File: src/rtl/core/sfh_pkg.sv
// ----------------------------------------------------------------------------
// sfh_pkg
// Shared types and constants for the SPI frame header sync receiver.
// ----------------------------------------------------------------------------
package sfh_pkg;

    localparam int unsigned FRAME_PIXELS = 784;
    localparam int unsigned PIX_W        = 10;
    localparam int unsigned FILL_W       = 12;

    localparam logic [7:0] CMD_CAPTURE = 8'hC0;
    localparam logic [7:0] HDR_FIRST   = 8'hAA;
    localparam logic [7:0] HDR_SECOND  = 8'h55;
    localparam logic [7:0] FILLER_BYTE = 8'h00;

    localparam logic [FILL_W-1:0] FILLER_RESET = FILL_W'(4000);

    localparam logic [PIX_W-1:0] FRAME_PIXELS_V = PIX_W'(FRAME_PIXELS);

    localparam logic [1:0] KIND_TRIGGER = 2'd0;
    localparam logic [1:0] KIND_BYTE    = 2'd1;
    localparam logic [1:0] KIND_ABORT   = 2'd2;

    localparam logic CFG_MODE_ENABLE = 1'b0;
    localparam logic CFG_MAX_FILLER  = 1'b1;

    typedef enum logic [2:0] {
        PH_IDLE = 3'd0,
        PH_SYNC = 3'd1,
        PH_HDR1 = 3'd2,
        PH_IMG  = 3'd3,
        PH_DONE = 3'd4
    } t_phase;

    typedef enum logic [2:0] {
        ST_NONE     = 3'd0,
        ST_BUSY     = 3'd1,
        ST_MODE_OFF = 3'd2,
        ST_TIMEOUT  = 3'd3,
        ST_COMPLETE = 3'd4
    } t_status;

    typedef struct packed {
        logic              mode_enable;
        logic [FILL_W-1:0] max_filler_bytes;
    } t_cfg;

    typedef struct packed {
        logic             send_valid;
        logic [7:0]       send_byte;
        logic             slave_selected;
        logic             pixel_valid;
        logic [PIX_W-1:0] pixel_index;
        logic [7:0]       pixel_value;
        t_status          status;
    } t_result;

endpackage

File: src/rtl/core/sfh_cfg_regs.sv
// ----------------------------------------------------------------------------
// sfh_cfg_regs
// Configuration register file: mode enable and header hunt filler limit.
// ----------------------------------------------------------------------------
module sfh_cfg_regs (
    input  logic                     i_clk,
    input  logic                     i_rst_n,
    input  logic                     i_wr_en,
    input  logic                     i_wr_index,
    input  logic [sfh_pkg::FILL_W-1:0] i_wr_data,
    output sfh_pkg::t_cfg            o_cfg
);
    import sfh_pkg::*;

    t_cfg r_cfg;

    always_ff @(posedge i_clk) begin
        if (!i_rst_n) begin
            r_cfg.mode_enable      <= 1'b0;
            r_cfg.max_filler_bytes <= FILLER_RESET;
        end else if (i_wr_en) begin
            unique case (i_wr_index)
                CFG_MODE_ENABLE: r_cfg.mode_enable      <= i_wr_data[0];
                CFG_MAX_FILLER:  r_cfg.max_filler_bytes <= i_wr_data;
                default: ;
            endcase
        end
    end

    assign o_cfg = r_cfg;

endmodule

File: src/rtl/core/sfh_deframer.sv
// ----------------------------------------------------------------------------
// sfh_deframer
// Capture phase machine: header hunt, timeout, pixel indexing, chip select.
// ----------------------------------------------------------------------------
module sfh_deframer (
    input  logic             i_clk,
    input  logic             i_rst_n,
    input  logic             i_fire,
    input  logic [1:0]       i_kind,
    input  logic [7:0]       i_rx_byte,
    input  sfh_pkg::t_cfg    i_cfg,
    output sfh_pkg::t_result o_result
);
    import sfh_pkg::*;

    t_phase             r_phase, n_phase;
    logic [PIX_W-1:0]   r_pix, n_pix;
    logic [FILL_W-1:0]  r_fill, n_fill;
    logic               r_sel, n_sel;

    logic [FILL_W-1:0]  fill_inc;
    logic [PIX_W-1:0]   pix_inc;
    logic               ended;
    logic               mid_frame_now;
    t_result            res;

    always_ff @(posedge i_clk) begin
        if (!i_rst_n) begin
            r_phase <= PH_IDLE;
            r_pix   <= '0;
            r_fill  <= '0;
            r_sel   <= 1'b0;
        end else if (i_fire) begin
            r_phase <= n_phase;
            r_pix   <= n_pix;
            r_fill  <= n_fill;
            r_sel   <= n_sel;
        end
    end

    assign fill_inc      = (r_fill != '1) ? r_fill + 1'b1 : r_fill;
    assign pix_inc       = r_pix + 1'b1;
    assign mid_frame_now = (r_phase == PH_SYNC) || (r_phase == PH_HDR1)
                        || (r_phase == PH_IMG);

    always_comb begin
        n_phase    = r_phase;
        n_pix      = r_pix;
        n_fill     = r_fill;
        n_sel      = r_sel;
        ended      = 1'b0;
        res        = '0;
        res.status = ST_NONE;

        unique case (i_kind)
            KIND_TRIGGER: begin
                if (!i_cfg.mode_enable) begin
                    res.status = ST_MODE_OFF;
                end else if (mid_frame_now) begin
                    res.status = ST_BUSY;
                end else begin
                    n_phase        = PH_SYNC;
                    n_pix          = '0;
                    n_fill         = '0;
                    n_sel          = 1'b1;
                    res.send_valid = 1'b1;
                    res.send_byte  = CMD_CAPTURE;
                end
            end
            KIND_BYTE: begin
                unique case (r_phase)
                    PH_SYNC: begin
                        n_fill = fill_inc;
                        if (i_rx_byte == HDR_FIRST) begin
                            n_phase = PH_HDR1;
                        end else if (fill_inc >= i_cfg.max_filler_bytes) begin
                            n_phase    = PH_IDLE;
                            n_sel      = 1'b0;
                            res.status = ST_TIMEOUT;
                            ended      = 1'b1;
                        end
                    end
                    PH_HDR1: begin
                        if (i_rx_byte == HDR_SECOND) begin
                            n_phase = PH_IMG;
                            n_pix   = '0;
                        end else if (i_rx_byte != HDR_FIRST) begin
                            n_phase = PH_SYNC;
                        end
                    end
                    PH_IMG: begin
                        res.pixel_valid = 1'b1;
                        res.pixel_index = r_pix;
                        res.pixel_value = i_rx_byte;
                        n_pix           = pix_inc;
                        if (pix_inc == '0 || pix_inc >= FRAME_PIXELS_V) begin
                            n_phase    = PH_DONE;
                            n_sel      = 1'b0;
                            res.status = ST_COMPLETE;
                            ended      = 1'b1;
                        end
                    end
                    default: ;
                endcase
                if (!ended && (n_phase == PH_SYNC || n_phase == PH_HDR1
                               || n_phase == PH_IMG)) begin
                    res.send_valid = 1'b1;
                    res.send_byte  = FILLER_BYTE;
                end
            end
            KIND_ABORT: begin
                n_phase = PH_IDLE;
                n_sel   = 1'b0;
            end
            default: ;
        endcase

        res.slave_selected = n_sel;
    end

    assign o_result = res;

endmodule

File: src/rtl/core/spi_frame_header_sync_receiver.sv
// ----------------------------------------------------------------------------
// spi_frame_header_sync_receiver
// Master-side SPI capture receiver with two-byte sync header deframing.
// ----------------------------------------------------------------------------
// Input channel (i_in_valid / o_in_stall) carries one item: a capture
// trigger, a byte received from the slave, or an abort. Each item yields
// exactly one result on the output channel (o_out_valid / i_out_stall):
// the next byte to clock out, the chip select level, an optional image
// byte with its pixel index, and a status code.
// An item waits in the input register, the phase machine works on it and
// the result register captures its result when the output can advance:
// one item per cycle sustained while the output does not stall. The
// rate is set by the single pass through the phase and counter update.
// While the receiver stalls, the result register holds; one more item
// can wait in the input register, after which o_in_stall rises.
// The configuration port (i_cfg_valid / o_cfg_ready) is always ready;
// index 0 is mode enable, index 1 the filler byte limit.
// Synchronous reset clears the pipeline, returns to idle with the slave
// deselected, and loads mode off and a limit of 4000 filler bytes.
// ----------------------------------------------------------------------------
module spi_frame_header_sync_receiver (
    input  logic                       i_clk,
    input  logic                       i_rst_n,
    input  logic                       i_in_valid,
    output logic                       o_in_stall,
    input  logic [1:0]                 i_kind,
    input  logic [7:0]                 i_rx_byte,
    output logic                       o_out_valid,
    input  logic                       i_out_stall,
    output logic                       o_send_valid,
    output logic [7:0]                 o_send_byte,
    output logic                       o_slave_selected,
    output logic                       o_pixel_valid,
    output logic [sfh_pkg::PIX_W-1:0]  o_pixel_index,
    output logic [7:0]                 o_pixel_value,
    output logic [2:0]                 o_status,
    input  logic                       i_cfg_valid,
    output logic                       o_cfg_ready,
    input  logic                       i_cfg_index,
    input  logic [sfh_pkg::FILL_W-1:0] i_cfg_data
);
    import sfh_pkg::*;

    logic       r_in_valid;
    logic [1:0] r_in_kind;
    logic [7:0] r_in_rx;
    logic       r_out_valid;
    t_result    r_out;

    t_cfg    cfg;
    t_result result;
    logic    advance;
    logic    fire;
    logic    in_accept;

    assign o_cfg_ready = 1'b1;

    sfh_cfg_regs u_cfg (
        .i_clk      (i_clk),
        .i_rst_n    (i_rst_n),
        .i_wr_en    (i_cfg_valid),
        .i_wr_index (i_cfg_index),
        .i_wr_data  (i_cfg_data),
        .o_cfg      (cfg)
    );

    assign advance    = !r_out_valid || !i_out_stall;
    assign fire       = r_in_valid && advance;
    assign o_in_stall = r_in_valid && !advance;
    assign in_accept  = i_in_valid && !o_in_stall;

    always_ff @(posedge i_clk) begin
        if (!i_rst_n) begin
            r_in_valid <= 1'b0;
        end else if (in_accept) begin
            r_in_valid <= 1'b1;
        end else if (fire) begin
            r_in_valid <= 1'b0;
        end
    end

    always_ff @(posedge i_clk) begin
        if (in_accept) begin
            r_in_kind <= i_kind;
            r_in_rx   <= i_rx_byte;
        end
    end

    sfh_deframer u_deframer (
        .i_clk     (i_clk),
        .i_rst_n   (i_rst_n),
        .i_fire    (fire),
        .i_kind    (r_in_kind),
        .i_rx_byte (r_in_rx),
        .i_cfg     (cfg),
        .o_result  (result)
    );

    always_ff @(posedge i_clk) begin
        if (!i_rst_n) begin
            r_out_valid <= 1'b0;
        end else if (fire) begin
            r_out_valid <= 1'b1;
        end else if (!i_out_stall) begin
            r_out_valid <= 1'b0;
        end
    end

    always_ff @(posedge i_clk) begin
        if (fire) begin
            r_out <= result;
        end
    end

    assign o_out_valid      = r_out_valid;
    assign o_send_valid     = r_out.send_valid;
    assign o_send_byte      = r_out.send_byte;
    assign o_slave_selected = r_out.slave_selected;
    assign o_pixel_valid    = r_out.pixel_valid;
    assign o_pixel_index    = r_out.pixel_index;
    assign o_pixel_value    = r_out.pixel_value;
    assign o_status         = r_out.status;

endmodule

File: config.mk
export PLATFORM = sky130hd
export DESIGN_NAME = spi_frame_header_sync_receiver
export DESIGN_NICKNAME = d
export VERILOG_FILES = /design/src/rtl/core/sfh_pkg.sv /design/src/rtl/core/sfh_cfg_regs.sv /design/src/rtl/core/sfh_deframer.sv /design/src/rtl/core/spi_frame_header_sync_receiver.sv
export SDC_FILE = /design/constraint.sdc
export NUM_CORES = 1
export LEC_CHECK = 0
export BUFFER_PORTS_ARGS = -buffer_cell sky130_fd_sc_hd__buf_2
export CELL_PAD_IN_SITES_DETAIL_PLACEMENT = 0
export CELL_PAD_IN_SITES_GLOBAL_PLACEMENT = 2
export CORE_AREA = 2 2 116 118
export CTS_BUF_LIST = sky130_fd_sc_hd__clkbuf_2
export CTS_CLUSTER_SIZE = 14
export DETAILED_ROUTE_END_ITERATION = 8
export DIE_AREA = 0 0 118 120
export PLACE_DENSITY_LB_ADDON = 0.08
export SLEW_MARGIN = 25
export SYNTH_ARGS = -nofsm -noshare
export SYNTH_HDL_FRONTEND = slang
export SYNTH_SLANG_ARGS = --single-unit
File: constraint.sdc
create_clock -name i_clk -period 3.1 [get_ports i_clk]
set_input_delay 0 -clock i_clk [delete_from_list [all_inputs] [get_ports i_clk]]
set_output_delay 0 -clock i_clk [all_outputs]
set_load 0.02 [all_outputs]
==> qor.txt <==
layout cells sized above 1 -> 0.2505
Tcrit/Tclk final -> 0.9611
Hold EP -> r_in_kind[0]
sequential share of power -> 0.565
H-tree level count -> 3
Adder-Cell Fraction of Synth Area -> 0.05706
Die Area -> 0.01416 mm^2
ys flop type -> dfxtp_1
Synth top area share -> 0.2523
Routed Antenna Nets -> 0
Initial Util -> 0.3210
DRC -> 0
wire per inst -> 13.35 um
mapped cell area -> 0.004166 mm^2
global-route wire length before repair -> 16.00 mm
critical path class -> register to register
Top delay family on crit path -> compound AO/OA/AOI/OAI gates
DR pass1 iterations -> 4
gr usage total -> 0.1444
Routed WL -> 9.720 mm
Crit. End Element -> register
Final Hold Vio Count -> 0
P&R area growth vs syn -> 29.19%
Worst Clk Skew -> 0.01975 ns
CP Buf/Inv Count -> 1
pwr/cell area -> 360.2 mW/mm^2
Num CTS Buffers -> 9
placed cells -> 667
max-cap viol count -> 0
async set-reset flop share out of synthesis -> 0
compound-gate portion of the synthesized area -> 0.1679
post-synthesis simple-gate area fraction -> 0.2360
worst r2r dst -> o_send_valid
Critical Path AT -> 3.41 ns
Post-Synthesis Cells -> 432
YS warnings -> 0
Clock Power Share -> 0.332
Worst R2R Start -> u_deframer.r_fill[4]
Post-DP HPWL -> 6.771 mm
Comb pwr share -> 0.103
via/cell ratio -> 4.666
Max Buffers Root-to-Sink -> 2
min-delay src -> i_kind[0]
internal cell power -> 1.442 mW
largest family of logic cells by synthesized area -> simple AND/OR/NAND/NOR gates
Final Net Count -> 593
post-layout power -> 1.939 mW
Skew-Pair Late Insertion Delay -> 0.58 ns
CP Data Required Time -> 3.53 ns
Placer Congestion -> 0.7784
Worst setup SP type -> register
# clock sinks -> 76
r2r setup slk -> 0.12 ns
Reg2Reg Depth -> 13
CTS root buffer -> clkbuf_2
library cells used by synthesis -> 71
crit-path cells -> nand4_1 > buf_4 > or3b_2 > nor2_2 > mux2_2 > ha_4 > nand2_1 > nor2_1 > a211oi_2 > o21ai_2 > o31a_1 > o21a_1 > o211ai_1
CORE AREA -> 0.01298 mm^2
Slew Limit Fails -> 0
PortBufs -> 55
final setup fails -> 0
Iteration-0 DRC Markers -> 156
FF+latch count, synth -> 76
# rows -> 42
TritonCTS clock tree -> yes
vias in the first global route -> 3354
Final Critical Period -> 2.979 ns
largest net degree at the start of global routing -> 43
Relative slew margins -> 0.4104
initial antenna violation count -> 1
mux share of post-synthesis cell area -> 0.007808
maximum VDD drop -> 204.6 uV
outcome -> completed
grt total ovfl -> 0
Crit Path Max Fanout -> 3
die height -> 120 um
via count -> 3397
Top Ports -> 63
Synth Area in XOR/XNOR -> 0.01892
most frequent cell after synthesis -> nand2_1
cell count of the worst hold path -> 2
sequential share of the synthesized area -> 0.4492
Max stage delay on crit path -> 0.47 ns
area leader, netlist -> edfxtp_1
switching part of the total -> 0.2563
die span in x -> 118 um
top cells by area, synth -> edfxtp_1 (25%), dfxtp_1 (20%), ha_1 (5.7%), nand2_1 (4.3%), and2_1 (3.5%)
slew of the pin with the lowest slew margin -> 0.8826 ns
Slowest cell on crit path -> or3b_2
Fmax -> 335.6 MHz
Worst Hold Class -> primary input to register
top post-synthesis cells by count -> nand2_1 (48), dfxtp_1 (41), edfxtp_1 (35)
Post-Layout Cell Count -> 728
EDFF count, synth -> 35
switching power -> 0.4969 mW
P_leak -> 2.180 nW
clock slew at reported path FFs -> 0.22 ns
Syn Area/Cell -> 9.645 um^2
==> stage by stage <==
stage	util	TNS (ns)	setup WS [ns]	area, um^2	hold WS, ns
CTS	0.4066	0	0.005979	5278	0.03992
floorplan	-	0	0.01498	4187	0.09887
global placement	0.3626	0	0.009307	4707	0.1783
finish	0.4147	0	0.1206	5383	0.1097
global route	0.4147	-0.02960	-0.02960	5383	0.05344
detailed placement	0.3626	-0.04683	-0.04683	4707	0.1798
==> placed cells by master, fill, tap and decap left out, drive strengths merged, types with 3 or more instances in the layout <==
| cell type | n |
|---|---|
| o211ai | 8 |
| xnor2 | 5 |
| dfxtp | 41 |
| nor2 | 23 |
| o21a | 6 |
| inv | 20 |
| and2 | 26 |
| nand2 | 49 |
| a211oi | 4 |
| a31oi | 7 |
| edfxtp | 35 |
| a211o | 3 |
| nor4bb | 4 |
| a22oi | 9 |
| nor4 | 3 |
| nor3 | 8 |
| nand3 | 9 |
| a21boi | 13 |
| xor2 | 4 |
| clkinv | 3 |
| ha | 19 |
| nor2b | 19 |
| and3 | 4 |
| o21ai | 18 |
| nand3b | 6 |
| a21oi | 17 |
| nand2b | 4 |
| clkbuf | 10 |
| a21o | 4 |
| conb | 7 |
| dlygate4sd3 | 42 |
| nand4 | 8 |
| buf | 84 |
==> sequential cells by signal, summed over array words and instances, names as in the netlist <==
register and cells:
o_pixel_valid 1, o_send_valid 1, u_cfg.o_cfg 13, r_in_rx 8
r_in_kind 2, u_deframer.r_fill 12, r_in_valid 1, u_deframer.r_phase 3
u_deframer.r_sel 1, o_out_valid 1, o_status 3, u_deframer.r_pix 10
o_send_byte 1, o_slave_selected 1, o_pixel_value 8, o_pixel_index 10
==> timing repair <==
item	in CTS	in global routing
buffers inserted	0	2
endpoints found under the setup margin	1	4
endpoints found under the hold margin	57	0
gates resized for setup	8	17
pin swaps	2	6
hold buffers	42	0
==> final cells by class <==
cell class	count	area (um^2)
multi-input combinational	312	2141
tap	176	220.2
inverter	21	78.83
fill	1328	7597
clock buffer	10	50.05
timing repair buffer	126	917.1
clock inverter	6	88.84
sequential	76	1884
antenna	1	2.502
==> power by group through the flow <==
stage               combinational [mW]  sequential [mW]  clock, mW
floorplan                       0.0893             1.14          0
global placement                 0.159             1.12          0
detailed placement               0.159             1.12          0
CTS                              0.200             1.10      0.681
global route                     0.222             1.10      0.710
finish                           0.200             1.10      0.643
==> kinds of logic (layout without fill, tap and decap cells) <==
group                      count (synthesis)  in the layout
muxes                                      3              3
adders and majority gates                 19             19
xor gates and xnor gates                   9              9
AOI/OAI and AO/OA                         99             99
other                                      2              8
buffers and inverters                     49            163
and+or+nand+nor                          175            175
DFF                                       76             76
==> worst max-delay path by stage <==
stage,startpoint,end,cells after the start
after floorplan,u_deframer.r_fill[0],o_send_valid,15
after detailed placement,u_deframer.r_fill[1],o_send_valid,12
after global placement,u_deframer.r_fill[1],o_send_valid,12
after CTS,u_deframer.r_fill[7],o_send_valid,15
after global routing,u_deframer.r_fill[0],o_send_valid,14
final,u_deframer.r_fill[4],o_send_valid,13
==> metal layers <==
| metal | wire length (um) | track usage | vias to the layer above |
|---|---|---|---|
| met5 | 0 | 0 | - |
| met4 | 244 | 0.07982 | 0 |
| met3 | 259 | 0.02757 | 19 |
| met2 | 4727 | 0.2475 | 59 |
| met1 | 4488 | 0.1703 | 1566 |
| li1 | - | - | 1753 |
(Power assumes the default switching activity.)
